## src/mhc_pkg.sv

```systemverilog
// Shared widths, band constants, divider stage record and the color map.
// Depends on nothing; compiled first.
`default_nettype none

package mhc_pkg;

   localparam int MAG_W   = 16;           // magnitude and full scale
   localparam int LEVEL_W = 8;            // intensity 0..255
   localparam int NUM_W   = MAG_W + LEVEL_W;
   localparam int PIXEL_W = 16;

   localparam logic [LEVEL_W-1:0] FULL_LEVEL = 8'd255;
   localparam logic [LEVEL_W-1:0] BAND1      = 8'd51;
   localparam logic [LEVEL_W-1:0] BAND2      = 8'd102;
   localparam logic [LEVEL_W-1:0] BAND3      = 8'd153;
   localparam logic [LEVEL_W-1:0] BAND4      = 8'd204;

   // One slot of the long-division pipeline.
   typedef struct packed {
      logic [NUM_W-1:0]   rem;   // partial remainder
      logic [MAG_W-1:0]   den;   // full scale
      logic [LEVEL_W-1:0] quo;   // quotient bits so far
      logic               sat;   // quotient would exceed 255
      logic               zero;  // black pixel
   } div_stage_type;

   // Intensity to RGB565. Ramp is 5 * offset within the band.
   function automatic logic [PIXEL_W-1:0] color_of(input logic [LEVEL_W-1:0] level);
      logic [LEVEL_W-1:0] start;
      logic [LEVEL_W-1:0] offs;
      logic [LEVEL_W-1:0] ramp;
      logic [LEVEL_W-1:0] r;
      logic [LEVEL_W-1:0] g;
      logic [LEVEL_W-1:0] b;
      if (level < BAND1)      start = '0;
      else if (level < BAND2) start = BAND1;
      else if (level < BAND3) start = BAND2;
      else if (level < BAND4) start = BAND3;
      else                    start = BAND4;
      offs = level - start;
      ramp = {offs[LEVEL_W-3:0], 2'b00} + offs;
      if (level < BAND1) begin
         r = '0;         g = '0;                  b = ramp;
      end else if (level < BAND2) begin
         r = '0;         g = ramp;                b = FULL_LEVEL;
      end else if (level < BAND3) begin
         r = '0;         g = FULL_LEVEL;          b = FULL_LEVEL - ramp;
      end else if (level < BAND4) begin
         r = ramp;       g = FULL_LEVEL;          b = '0;
      end else begin
         r = FULL_LEVEL; g = FULL_LEVEL - ramp;   b = '0;
      end
      return {r[7:3], g[7:2], b[7:3]};
   endfunction

endpackage

`default_nettype wire

```

## src/mhc_channels.sv

```systemverilog
// Valid/ready channel interfaces for request and response transactions.
// Depends on mhc_pkg for field widths.
`default_nettype none

interface mhc_req_if import mhc_pkg::*; ();
   logic             valid;
   logic             ready;
   logic [MAG_W-1:0] magnitude;
   logic [MAG_W-1:0] full_scale;

   modport source (output valid, output magnitude, output full_scale, input ready);
   modport sink   (input valid, input magnitude, input full_scale, output ready);
endinterface

interface mhc_rsp_if import mhc_pkg::*; ();
   logic               valid;
   logic               ready;
   logic [PIXEL_W-1:0] pixel_color;

   modport source (output valid, output pixel_color, input ready);
   modport sink   (input valid, input pixel_color, output ready);
endinterface

`default_nettype wire

```

## src/magnitude_heatmap_color.sv

```systemverilog
// A transaction accepted on req_chan passes the prep stage, eight one-bit divider
//   stages and the color/output register before its pixel shows on rsp_chan.
// Throughput: one per clock unless rsp_chan stalls; up to nine sit in the divider.
// Stalls on rsp_chan back up stage by stage; empty stages keep taking new work.
// Reset (synchronous, active high) clears all valid bits; no payload is reset.
//
// Top level: magnitude to RGB565 heatmap pixel.
// Depends on mhc_pkg, mhc_channels (interfaces) and mhc_divider.
`default_nettype none

module magnitude_heatmap_color import mhc_pkg::*; (
   input  wire logic clock,
   input  wire logic reset,
   mhc_req_if.sink   req_chan,
   mhc_rsp_if.source rsp_chan
);

   logic               div_valid;
   logic               div_ready;
   logic [LEVEL_W-1:0] div_level;

   logic               rsp_valid_ff;
   logic               rsp_valid_in;
   logic [PIXEL_W-1:0] pixel_ff;
   logic [PIXEL_W-1:0] pixel_in;

   // Intensity = min(255, magnitude*255/full_scale); zero input gives level 0,
   // which the color map renders as black.
   mhc_divider u_divider (
      .clock      (clock),
      .reset      (reset),
      .in_valid   (req_chan.valid),
      .in_ready   (req_chan.ready),
      .magnitude  (req_chan.magnitude),
      .full_scale (req_chan.full_scale),
      .out_valid  (div_valid),
      .out_ready  (div_ready),
      .out_level  (div_level)
   );

   // Output register: free when empty or being taken this cycle.
   assign div_ready    = !rsp_valid_ff || rsp_chan.ready;
   assign rsp_valid_in = div_ready ? div_valid : rsp_valid_ff;
   assign pixel_in     = color_of(div_level);   // band select, 5x ramp, 565 pack

   always_ff @(posedge clock) begin
      if (reset) begin
         rsp_valid_ff <= 1'b0;
      end else begin
         rsp_valid_ff <= rsp_valid_in;
      end
   end

   always_ff @(posedge clock) begin
      if (div_ready && div_valid) begin
         pixel_ff <= pixel_in;
      end
   end

   assign rsp_chan.valid       = rsp_valid_ff;
   assign rsp_chan.pixel_color = pixel_ff;

endmodule

`default_nettype wire

```

## src/mhc_divider.sv

```systemverilog
// Pipelined restoring divider: level = min(255, magnitude*255 / full_scale).
// One quotient bit per stage, elastic valid/ready. Depends on mhc_pkg.
`default_nettype none

module mhc_divider import mhc_pkg::*; (
   input  wire logic               clock,
   input  wire logic               reset,
   input  wire logic               in_valid,
   output      logic               in_ready,
   input  wire logic [MAG_W-1:0]   magnitude,
   input  wire logic [MAG_W-1:0]   full_scale,
   output      logic               out_valid,
   input  wire logic               out_ready,
   output      logic [LEVEL_W-1:0] out_level
);

   localparam int STEPS = LEVEL_W;
   localparam int NST   = STEPS + 1;   // prep stage + one stage per bit

   div_stage_type        st_ff [NST];
   div_stage_type        st_in [NST];
   logic [NST-1:0]       v_ff;
   logic [NST-1:0]       v_in;
   logic [NST-1:0]       load;

   // Stage loads when empty or when its content moves on (bubbles squeeze out).
   always_comb begin
      load[NST-1] = !v_ff[NST-1] || out_ready;
      for (int i = NST-2; i >= 0; i--) begin
         load[i] = !v_ff[i] || load[i+1];
      end
   end

   assign in_ready = load[0];
   assign v_in     = {v_ff[NST-2:0], in_valid};

   // Prep: numerator = magnitude * 255 as a shift and subtract.
   always_comb begin
      st_in[0].rem  = {magnitude, {LEVEL_W{1'b0}}} - {{LEVEL_W{1'b0}}, magnitude};
      st_in[0].den  = full_scale;
      st_in[0].quo  = '0;
      st_in[0].sat  = 1'b0;
      st_in[0].zero = (magnitude == '0) || (full_scale == '0);
   end

   for (genvar s = 1; s < NST; s++) begin : g_step
      localparam int BIT = STEPS - s;
      logic [NUM_W-1:0] shifted;
      logic             fits;
      assign shifted = {{LEVEL_W{1'b0}}, st_ff[s-1].den} << BIT;
      assign fits    = st_ff[s-1].rem >= shifted;
      always_comb begin
         st_in[s]     = st_ff[s-1];
         if (s == 1) begin
            st_in[s].sat = st_ff[s-1].rem >= {st_ff[s-1].den, {LEVEL_W{1'b0}}};
         end
         if (fits) begin
            st_in[s].rem = st_ff[s-1].rem - shifted;
         end
         st_in[s].quo[BIT] = fits;
      end
   end

   always_ff @(posedge clock) begin
      if (reset) begin
         v_ff <= '0;
      end else begin
         for (int i = 0; i < NST; i++) begin
            if (load[i]) v_ff[i] <= v_in[i];
         end
      end
   end

   always_ff @(posedge clock) begin
      for (int i = 0; i < NST; i++) begin
         if (load[i]) st_ff[i] <= st_in[i];
      end
   end

   assign out_valid = v_ff[NST-1];
   assign out_level = st_ff[NST-1].zero ? '0 :
                      st_ff[NST-1].sat  ? FULL_LEVEL : st_ff[NST-1].quo;

   // Remainder stays below the shifted divisor once each bit is settled.
   for (genvar s = 1; s < NST; s++) begin : g_chk
      localparam int BIT = STEPS - s;
      assert property (@(posedge clock) disable iff (reset)
         v_ff[s] && !st_ff[s].sat && !st_ff[s].zero |->
            st_ff[s].rem < ({{LEVEL_W{1'b0}}, st_ff[s].den} << BIT))
         else $error("divider remainder out of range");
   end

   assert property (@(posedge clock) disable iff (reset)
      in_valid && in_ready |=> v_ff[0])
      else $error("accepted transaction not captured");

   assert property (@(posedge clock) disable iff (reset)
      v_ff[NST-1] && !out_ready |=> v_ff[NST-1] && $stable(out_level))
      else $error("stalled divider result lost");

endmodule

`default_nettype wire

```

## src/flat_wrapper.sv

```systemverilog
// flat-port wrapper written by rule: the top's interface ports become plain ports
module magnitude_heatmap_color_flat import mhc_pkg::*;
  (clock, reset, req_chan_valid, req_chan_magnitude, req_chan_full_scale, req_chan_ready, rsp_chan_valid, rsp_chan_pixel_color, rsp_chan_ready);
  mhc_req_if req_chan_i ();
  mhc_rsp_if rsp_chan_i ();
  input  wire logic clock;
  input  wire logic reset;
  input wire logic [$bits(req_chan_i.valid)-1:0] req_chan_valid;
  input wire logic [$bits(req_chan_i.magnitude)-1:0] req_chan_magnitude;
  input wire logic [$bits(req_chan_i.full_scale)-1:0] req_chan_full_scale;
  output wire logic [$bits(req_chan_i.ready)-1:0] req_chan_ready;
  output wire logic [$bits(rsp_chan_i.valid)-1:0] rsp_chan_valid;
  output wire logic [$bits(rsp_chan_i.pixel_color)-1:0] rsp_chan_pixel_color;
  input wire logic [$bits(rsp_chan_i.ready)-1:0] rsp_chan_ready;
  assign req_chan_i.valid = req_chan_valid;
  assign req_chan_i.magnitude = req_chan_magnitude;
  assign req_chan_i.full_scale = req_chan_full_scale;
  assign req_chan_ready = req_chan_i.ready;
  assign rsp_chan_valid = rsp_chan_i.valid;
  assign rsp_chan_pixel_color = rsp_chan_i.pixel_color;
  assign rsp_chan_i.ready = rsp_chan_ready;
  magnitude_heatmap_color u_core (.clock(clock), .reset(reset), .req_chan(req_chan_i), .rsp_chan(rsp_chan_i));
endmodule
```

## config.mk

```make
export PLATFORM = sky130hd
export DESIGN_NAME = magnitude_heatmap_color_flat
export DESIGN_NICKNAME = d
export VERILOG_FILES = /design/src/mhc_pkg.sv /design/src/mhc_channels.sv /design/src/magnitude_heatmap_color.sv /design/src/mhc_divider.sv /design/src/flat_wrapper.sv
export SDC_FILE = /design/constraint.sdc
export NUM_CORES = 1
export LEC_CHECK = 0
export BUFFER_PORTS_ARGS = -buffer_cell sky130_fd_sc_hd__buf_2
export CAP_MARGIN = 20
export CORE_MARGIN = 5
export CORE_UTILIZATION = 40
export CTS_BUF_LIST = sky130_fd_sc_hd__clkbuf_16
export DETAILED_ROUTE_END_ITERATION = 10
export GPL_TIMING_DRIVEN = 0
export PLACE_DENSITY = 0.58
export SLEW_MARGIN = 10
export SYNTH_ARGS = -nofsm -noshare
export SYNTH_HDL_FRONTEND = slang
export SYNTH_SLANG_ARGS = --single-unit
```

## constraint.sdc

```tcl
create_clock -name clock -period 5.1 [get_ports clock]
set_input_delay 0.255 -clock clock [delete_from_list [all_inputs] [get_ports clock]]
set_output_delay 0.255 -clock clock [all_outputs]
set_load 0.1 [all_outputs]
```

==> results of run 1 <==
-- cell usage in the layout (no fill, tap or decap), types with 7 or more instances in the layout --
cell type / count
o21ai_0: 94
buf_2: 62
and3_1: 19
nand4_1: 13
xor2_1: 56
dfxtp_1: 10
clkbuf_16: 45
a211oi_1: 20
and2_1: 9
a21o_1: 38
clkinv_2: 7
or3_1: 22
xnor2_1: 71
fa_1: 9
nor2b_1: 24
o21a_1: 32
a21boi_0: 7
dlygate4sd3_1: 18
nor4_1: 21
nor3_1: 47
a21oi_1: 142
clkbuf_1: 16
nand2b_1: 25
inv_1: 206
edfxtp_1: 389
ha_1: 162
nand2_1: 103
o211ai_1: 7
nand3_1: 21
mux2_2: 20
or4_1: 10
clkinv_1: 15
a31oi_1: 14
nor2_1: 161
o31ai_1: 12
or2_2: 15
-- per-layer routing --
layer	global-route usage (%)	vias up	part of all wire, %
li1	-	7297	-
met1	15.1	6551	40
met2	27.0	267	52
met3	2.07	128	3.0
met4	7.96	0	5.3
met5	0	-	0
-- flip-flops by register name, indices dropped and copies added, names as in the netlist --
signal	flops
u_core.rsp_chan.valid	1
u_core.u_divider.st_ff	373
u_core.u_divider.v_ff	9
u_core.rsp_chan.pixel_color	16
-- repair_timing --
| item | CTS | global route |
|---|---|---|
| cloned | 0 | 0 |
| gates resized for setup | 1 | 4 |
| hold buffers | 18 | 0 |
| setup buffers | 0 | 0 |
| endpoints found under the hold margin | 18 | 0 |
| setup endpoints to repair | 1 | 5 |
| pin swaps | 0 | 0 |
-- worst paths after layout --
path                                                startpoint                              end  slack [ps]  depth (start not counted)
worst max-delay path            u_core.u_divider.st_ff[0][401]  u_core.rsp_chan.pixel_color[10]         440                         16
worst min-delay path                            rsp_chan_ready            u_core.rsp_chan.valid          40                          4
worst max register to register  u_core.u_divider.st_ff[0][401]  u_core.rsp_chan.pixel_color[10]         440                         16
worst min register to register  u_core.u_divider.st_ff[0][201]   u_core.u_divider.st_ff[0][251]         420                          0
-- stage by stage --
stage	setup slack, ps	util [%]	total power (uW)	instances
floorplan	445	-	9300	1917
global placement	292	42.5	10300	2665
detailed placement	204	42.7	10400	2670
CTS	119	45.6	13500	2767
global route	100	45.6	14400	2768
finish	444	45.6	13400	2768
-- cell families after synthesis --
| family | after synthesis | share of synthesized area [%] |
|---|---|---|
| flip-flops | 399 | 54.6 |
| adder cells (fa/ha/maj) | 172 | 10.2 |
| AO/OA/AOI/OAI | 441 | 12.9 |
| AND/OR/NAND/NOR | 518 | 11.7 |
| multiplexers | 24 | 1.22 |
| XOR/XNOR | 130 | 5.30 |
| buffers and inverters | 233 | 4.13 |
-- power breakdown --
group / total (uW) / internal [uW] / switching, uW / leakage (uW)
combinational: 5320 / 2390 / 2930 / 0.00528
clock: 2960 / 1740 / 1220 / 0.000689
sequential: 5160 / 4740 / 420 / 0.00413
total: 13400 / 8860 / 4570 / 0.0101
-- worst max-delay path, stage by stage (launching register included) --
cell and delay, ps:
edfxtp_1 420, or4_1 550, a211oi_1 340, nor2_1 220
inv_2 180, nand2_1 150, ha_1 310, nor2b_1 130
o211ai_1 140, a21boi_0 130, or3_1 370, and2_1 170
ha_1 340, o211a_1 140, a211o_1 290, or4_1 510
o311ai_1 100
-- layout make-up --
type / count / area, um2 / share of cell area, %
Clock buffer: 45 / 1130 / 4.58
Multi-Input combinational cell: 1285 / 9040 / 36.7
Clock inverter: 34 / 223 / 0.905
Timing Repair Buffer: 76 / 561 / 2.28
Buffer: 29 / 133 / 0.539
Inverter: 204 / 766 / 3.11
Tap cell: 696 / 871 / 3.54
Sequential cell: 399 / 11900 / 48.3
==> summary.txt, run 1 <==
Worst setup path
  – Crit start category: register
  – CP Data Arrival Time: 5040 ps
  – Max FO, Critical Path: 7
  – CP endpoint kind: register
  – Kind of critical path: register to register
  – Req. time, crit path: 5480 ps

Timing
  – Min Hold Slack: around 42 ps
  – Min cycle time layout: 4660 ps
  – Fmax: about 210 MHz
  – Slew Limit Headroom: 36.1%
  – RSZ-0062 raised after global routing: no
  – Setup tns final: 0 ps
  – Final setup fails: 0
  – Fin. Hold Viols: 0
  – Pins Over Slew Limit: 0
  – Worst Tran Pin Value: 958 ps
  – Worst Clk Skew: 13.0 ps
  – Final period util: between 90 and 100%

Floorplan
  – Die area: 0.0592 mm2
  – I/O Pins: 54
  – Std-Cell Rows: 85
  – CORE AREA: roughly 0.054 mm2
  – Die height: roughly 240 um
  – Initial core utilization: between 40% and 50%
  – Die X: roughly 240 um

CTS
  – Reg clk slew, reported paths: 60 ps
  – CTS buffer count: 44
  – H-tree levels: 2
  – Max clock buf depth: 3
  – Clock sink count: 399
  – TritonCTS clock tree: built
  – Clk_lat worst skew: 570 ps
  – Root buffer cell: clkbuf_16

Finish
  – Nets: 2,246
  – # diodes: 0
  – Fillers: 4,886
  – Area Overhead vs Synth: 13.0%
  – Layout cells sized above 1: 9.12%
  – Design area: 0.0246 mm2

Yosys
  – EDFF count, synth: about 400
  – Top cell type's share of synthesized area: 53.6%
  – Yosys cell types: 80
  – FFs w/ async S/R, synth: 0%
  – Post-synth top cells: edfxtp_1 (389), inv_1 (202), ha_1 (162)
  – FF+latch count, synth: 399
  – Most used flip-flop cell after synthesis: edfxtp_1
  – Most area-hungry cell type in the Yosys netlist: edfxtp_1
  – Mapped Cells: 1,917
  – Register area share after synthesis: 54.6%
  – Most common cell in the netlist: edfxtp_1
  – Post-synth net total: 2,124
  – Synth warn: 0
  – Area contributors post-synth: edfxtp_1 (54%), ha_1 (9.3%), inv_1 (3.5%)
  – Synth Cell Area: ~0.022 mm2
  – Syn avg cell area: between 10 and 15 um2

Place
  – Final HPWL DP: 33,800 um
  – Area after DPL: 0.0230 mm2
  – Port bufs: 52
  – Routability congestion estimate: 0.916

Drt
  – ANT nets after route: 0
  – Initial DRC Count: 635
  – Routed Wire Length: about 43,000 um
  – 1st-pass router iterations: 4
  – Routed vias: 14,243
  – DR WL/cell: 15.5 um
  – Drt drc: 0
  – Vias per inst: 5.15

Global route
  – GR Util All Layers: 14.3%
  – Largest net degree at the start of global routing: 48
  – Initial antenna violation count: 0
  – GR Overflow Total: 0
  – Global-route wire length before repair: 70,200 um
  – Number of global-route vias before repair: approximately 15,000

Outcome
  – Status: completed

Pwr
  – Highest ir drop seen on vdd: approximately 0.24 mV
  – Lkg Pwr: 0.0101 uW
  – Cell area power density: 546 mW/mm2

Worst hold path
  – Worst hold path type: input port to register

Job
  – Max_cap viols: 0
(Power assumes the default switching activity.)
==> run 2: changes to the inputs <==
--- a/config.mk
+++ b/config.mk
@@ -7,7 +7,6 @@
 export LEC_CHECK = 0
 export BUFFER_PORTS_ARGS = -buffer_cell sky130_fd_sc_hd__buf_2
 export CAP_MARGIN = 20
-export CORE_MARGIN = 5
 export CORE_UTILIZATION = 40
 export CTS_BUF_LIST = sky130_fd_sc_hd__clkbuf_16
 export DETAILED_ROUTE_END_ITERATION = 10
==> summary.txt, run 2 (synthesized netlist as in run 1, its figures left out) <==
Global route
  – Initial antenna violation count: 0
  – Largest net degree at the start of global routing: 48
  – Global-route wire length before repair: 70,300 um
  – Number of global-route vias before repair: ~15,000
  – GR Util All Layers: between 15 and 20%
  – GR Overflow Total: 0

Floorplan
  – I/O Pins: 54
  – Die area: 0.0554 mm2
  – Die height: between 200 and 250 um
  – Initial core utilization: 40.5%
  – Std-Cell Rows: 85
  – Die X: 235 um
  – CORE AREA: between 0.05 and 0.06 mm2

CTS
  – TritonCTS clock tree: built
  – Clk_lat worst skew: 570 ps
  – Reg clk slew, reported paths: around 60 ps
  – Max clock buf depth: 3
  – Number of setup buffers added after CTS: 0
  – CTS buffer count: 44
  – Root buffer cell: clkbuf_16
  – Clock sink count: roughly 400
  – H-tree levels: 2

Drt
  – DR WL/cell: 15.3 um
  – Vias per inst: just over 5
  – 1st-pass router iterations: 5
  – Routed vias: roughly 14,000
  – Routed Wire Length: about 42,000 um
  – Initial DRC Count: 624
  – Drt drc: 0
  – ANT nets after route: 0

Timing
  – Fin. Hold Viols: 0
  – Fmax: 213 MHz
  – Final setup fails: 0
  – RSZ-0062 raised after global routing: no
  – Worst Clk Skew: 16.7 ps
  – Slew Limit Headroom: approximately 37%
  – Pins Over Slew Limit: 0
  – Min cycle time layout: 4690 ps
  – Setup tns final: 0 ps
  – Final worst slack: 411 ps
  – Worst Tran Pin Value: 939 ps
  – Final period util: 91.9%

Job
  – Max_cap viols: 0

Worst setup path
  – CP endpoint kind: register
  – Crit start category: register
  – CP Data Arrival Time: 5080 ps
  – Reg2reg path depth: 18
  – Kind of critical path: register to register
  – Max FO, Critical Path: 7
  – Req. time, crit path: 5490 ps

Finish
  – Commonest non-fill, non-tap cell in the layout: edfxtp_1
  – Max FFs per register: 373
  – Layout cells sized above 1: 9.61%
  – Nets: ~2,200
  – Commonest non-fill, non-tap cells in the layout: edfxtp_1 (389), inv_1 (205), ha_1 (162)
  – Area Overhead vs Synth: 13.3%
  – Fin util: 45.8%
  – Largest Register: u_core.u_divider.st_ff
  – # diodes: 0
  – Design area: between 0.02 and 0.025 mm2

Pwr
  – Highest ir drop seen on vdd: 0.239 mV
  – Lkg Pwr: 0.0101 uW
  – Cell area power density: 548 mW/mm2
  – Total power draw: 13,500 uW

Worst hold path
  – Worst hold path type: input port to register
  – Worst Hold Depth: 2

Place
  – Port bufs: 52
  – Post-Place Setup Slack: 227 ps
  – Routability congestion estimate: 0.942
  – Area after DPL: 0.0230 mm2
  – Final HPWL DP: 33,500 um

Outcome
  – Status: completed
## run 2: cell types whose count changed in the layout (fill, tap and decap cells not counted), moves of 2 or more
| cell | change |
|---|---|
| clkinv_2 | +3 |
| clkinvlp_4 | +3 |
| clkinv_1 | -9 |
| inv_6 | +2 |
## run 2: path summary, 6_finish.rpt
kind | slack, ps | startpoint | endpoint
max | 410 | u_core.u_divider.st_ff[0][401] | u_core.rsp_chan.pixel_color[3]
min | 70 | reset | u_core.rsp_chan.valid
max reg2reg | 410 | u_core.u_divider.st_ff[0][401] | u_core.rsp_chan.pixel_color[3]
min reg2reg | 400 | u_core.u_divider.st_ff[0][257] | u_core.u_divider.st_ff[0][307]
## run 2: final cells by class
class                      instances  area, um2
multi-input combinational       1285       9050
clock buffer                      45       1130
fill                            4849      29200
timing repair buffer              77        571
tap                              696        871
clock inverter                    32        267
sequential                       399      11900
buffer                            29        133
inverter                         204        766
## run 2: worst max-delay path: stages, from the launching register on
cell      delay, ps
edfxtp_1        420
or4_1           580
a211oi_2        270
nor2_1          170
inv_1           250
nand2_1         190
ha_1            320
nor2b_1         140
o211ai_1        150
a21boi_0        140
or3_1           360
and2_1          160
ha_1            340
a31oi_1         170
nor2_1           60
a31oi_1         240
xor2_2          250
nor2_1           60
a211oi_1        250
## run 2: through the flow
stage	hold WS [ps]	cells
2_1_floorplan	354	1917
3_3_place_gp	403	2665
3_5_place_dp	405	2670
4_1_cts	26.6	2766
5_1_grt	47.0	2767
6_report	73.1	2767
## run 2: layer usage
layer  track usage, %  part of all wire [%]  vias to the layer above
li1                 -                     -                     7292
met1             16.5                    39                     6523
met2             29.4                    52                      286
met3             2.18                   3.2                      135
met4             9.37                   5.5                        0
met5                0                     0                        -
## run 2: power breakdown
| group | leakage, uW | switching (uW) | total [uW] | internal, uW |
|---|---|---|---|---|
| logic | 0.00529 | 2930 | 5320 | 2390 |
| clock network | 0.000700 | 1240 | 3040 | 1800 |
| registers | 0.00413 | 417 | 5150 | 4740 |
| total | 0.0101 | 4580 | 13500 | 8930 |
## run 2: timing repair
action                                 CTS  global route
setup endpoints to repair                1             5
resized for setup                        1             4
endpoints found under the hold margin   19             0
gates cloned                             0             0
hold buffers                            19             0
==> run 3: changes to the inputs <==
--- a/config.mk
+++ b/config.mk
@@ -5,6 +5,7 @@
 export SDC_FILE = /design/constraint.sdc
 export NUM_CORES = 1
 export LEC_CHECK = 0
+export ABC_AREA = 1
 export BUFFER_PORTS_ARGS = -buffer_cell sky130_fd_sc_hd__buf_2
 export CAP_MARGIN = 20
 export CORE_UTILIZATION = 40
==> summary.txt, run 3 <==
Pwr
  – Cell area power density: 548 mW/mm2
  – Highest ir drop seen on vdd: 0.233 mV
  – Lkg Pwr: 0.0107 uW
  – Total power draw: about 14,000 uW

Yosys
  – FFs w/ async S/R, synth: 0%
  – FF+latch count, synth: 399
  – Syn avg cell area: between 10 and 15 um2
  – Register area share after synthesis: 53.2%
  – Area contributors post-synth: edfxtp_1 (52%), ha_1 (9.1%), nand2_1 (6.4%)
  – Synth warn: 0
  – EDFF count, synth: 389
  – Top cell type's share of synthesized area: 52.3%
  – Post-synth top cells: edfxtp_1 (389), nand2_1 (382), inv_1 (317)
  – Most area-hungry cell type in the Yosys netlist: edfxtp_1
  – Synth Cell Area: 0.0223 mm2
  – Most used flip-flop cell after synthesis: edfxtp_1
  – Post-synth net total: 2,426
  – Mapped Cells: 2,219
  – Yosys cell types: 59
  – Most common cell in the netlist: edfxtp_1

Worst setup path
  – Crit start category: register
  – Req. time, crit path: 4850 ps
  – CP Data Arrival Time: roughly 4300 ps
  – CP endpoint kind: output pin
  – Kind of critical path: register to output pin
  – Max FO, Critical Path: between 40 and 50
  – R2R setup slack: 620 ps

Timing
  – Fmax: 222 MHz
  – Final worst slack: 588 ps
  – Slew Limit Headroom: between 30% and 40%
  – Worst Clk Skew: 21.9 ps
  – Final period util: 88.5%
  – Final setup fails: 0
  – Pins Over Slew Limit: 0
  – Min cycle time layout: approximately 4500 ps
  – Fin. Hold Viols: 0
  – RSZ-0062 raised after global routing: no
  – Min Hold Slack: between 40 and 50 ps
  – Worst Tran Pin Value: 971 ps

Global route
  – Initial antenna violation count: 0
  – Global-route wire length before repair: 81,300 um
  – Largest net degree at the start of global routing: 49
  – Number of global-route vias before repair: 16,464
  – GRT met2 Usage: a little over a third
  – M3 GR Usage: roughly 2.3%
  – GR Overflow Total: 0
  – Met1 Use GR: 17.8%
  – Busiest grt layer: met2
  – GR Util All Layers: between 10% and 20%

Place
  – Final HPWL DP: between 40,000 and 50,000 um
  – Placed Instances: 3,023
  – Port bufs: 52
  – Post-Place Setup Slack: -227 ps
  – Routability congestion estimate: 0.927

Drt
  – 1st-pass router iterations: 6
  – Routed Wire Length: 50,700 um
  – Vias per inst: approximately 5.0
  – Routed vias: roughly 16,000
  – DR WL/cell: 16.2 um
  – ANT nets after route: 0
  – Drt drc: 0
  – Initial DRC Count: 493

Finish
  – Largest Register: u_core.u_divider.st_ff
  – Fin util: 46.1%
  – Commonest non-fill, non-tap cells in the layout: edfxtp_1 (389), nand2_1 (379), inv_1 (319)
  – Commonest non-fill, non-tap cell in the layout: edfxtp_1
  – Max FFs per register: 373
  – # diodes: 0
  – Area Overhead vs Synth: 13.8%
  – Nets: 2,553
  – Layout cells sized above 1: 9.75%
  – Filler-free cell count of the finished design: 3,128

Floorplan
  – Std-Cell Rows: 86
  – Die X: 238 um
  – Initial core utilization: between 40% and 50%
  – I/O Pins: 54
  – Die height: about 240 um
  – Die area: 0.0567 mm2
  – CORE AREA: approximately 0.055 mm2

CTS
  – Clk_lat worst skew: 580 ps
  – Max clock buf depth: 3
  – CTS buffer count: 46
  – Reg clk slew, reported paths: approximately 60 ps
  – H-tree levels: 2
  – Root buffer cell: clkbuf_16
  – Clock sink count: approximately 400
  – TritonCTS clock tree: built

Worst hold path
  – Worst hold path type: input port to register

Outcome
  – Status: completed

Job
  – Max_cap viols: 0
## run 3: final cells by class
type                            count  area [um2]
Sequential cell                   399       11900
Inverter                          325        1230
Buffer                             23         134
Timing Repair Buffer               77         533
Clock inverter                     35         338
Fill cell                        5151       29700
Clock buffer                       47        1180
Timing Repair inverter              2        12.5
Multi-Input combinational cell   1472        9150
Tap cell                          748         936
## run 3: critical path, stage by stage, from the launching register on
cell,delay (ps)
dfxtp_4,340
inv_1,30
nor2_1,110
inv_1,70
nor2_1,80
inv_1,210
nor2_2,200
clkinvlp_4,350
nor2_4,230
clkinvlp_4,140
nor2_4,200
nand2_8,230
nor2_4,250
nand2_8,220
nor2_4,240
nand2_4,320
buf_2,430
## run 3: through the flow
step / setup TNS, ps / instance area (um2)
finish: 0 / 25400
global route: 0 / 25400
CTS: 0 / 25400
detailed placement: -9500 / 23700
global placement: -61300 / 23600
floorplan: 0 / 22400
## run 3: final timing paths
| kind | start | to | cells after the start |
|---|---|---|---|
| worst max register to register | u_core.u_divider.st_ff[0][400] | u_core.rsp_chan.pixel_color[2] | 24 |
| worst min-delay path | req_chan_magnitude[2] | u_core.u_divider.st_ff[0][28] | 2 |
| worst max-delay path | u_core.rsp_chan.valid | req_chan_ready | 16 |
| worst min register to register | u_core.u_divider.st_ff[0][258] | u_core.u_divider.st_ff[0][308] | 0 |
## run 3: where the power goes
part / leakage [uW] / total, uW / internal [uW] / switching, uW
Clock: 0.000760 / 3290 / 1980 / 1320
Sequential: 0.00414 / 5200 / 4740 / 469
Combinational: 0.00584 / 5420 / 2100 / 3320
Total: 0.0107 / 13900 / 8810 / 5110
## run 3: timing repair
| action | 4_1_cts | 5_1_grt |
|---|---|---|
| hold endpoints to repair | 19 | 0 |
| gates cloned | 2 | 0 |
| setup buffers | 1 | 1 |
| hold buffers | 19 | 0 |
| gates resized for setup | 0 | 0 |
| pin swaps | 0 | 1 |
| setup endpoints to repair | 44 | 1 |
## run 3: logic make-up (layout without fill, tap and decap cells)
logic type               count (synthesis)  count (layout)  synth area share [%]
XOR/XNOR                               131             131                  5.14
buffers and inverters                  348             509                  6.08
adder cells (fa/ha/maj)                171             171                  9.89
AND/OR/NAND/NOR                        716             716                  14.3
flip-flops                             399             399                  53.2
AO/OA/AOI/OAI                          454             454                  11.4
## run 3: routing by layer
metal,wire [um],share of wire (%)
met5,0,0
met4,3070,6.0
met3,1270,2.5
met2,27300,54
met1,19100,38
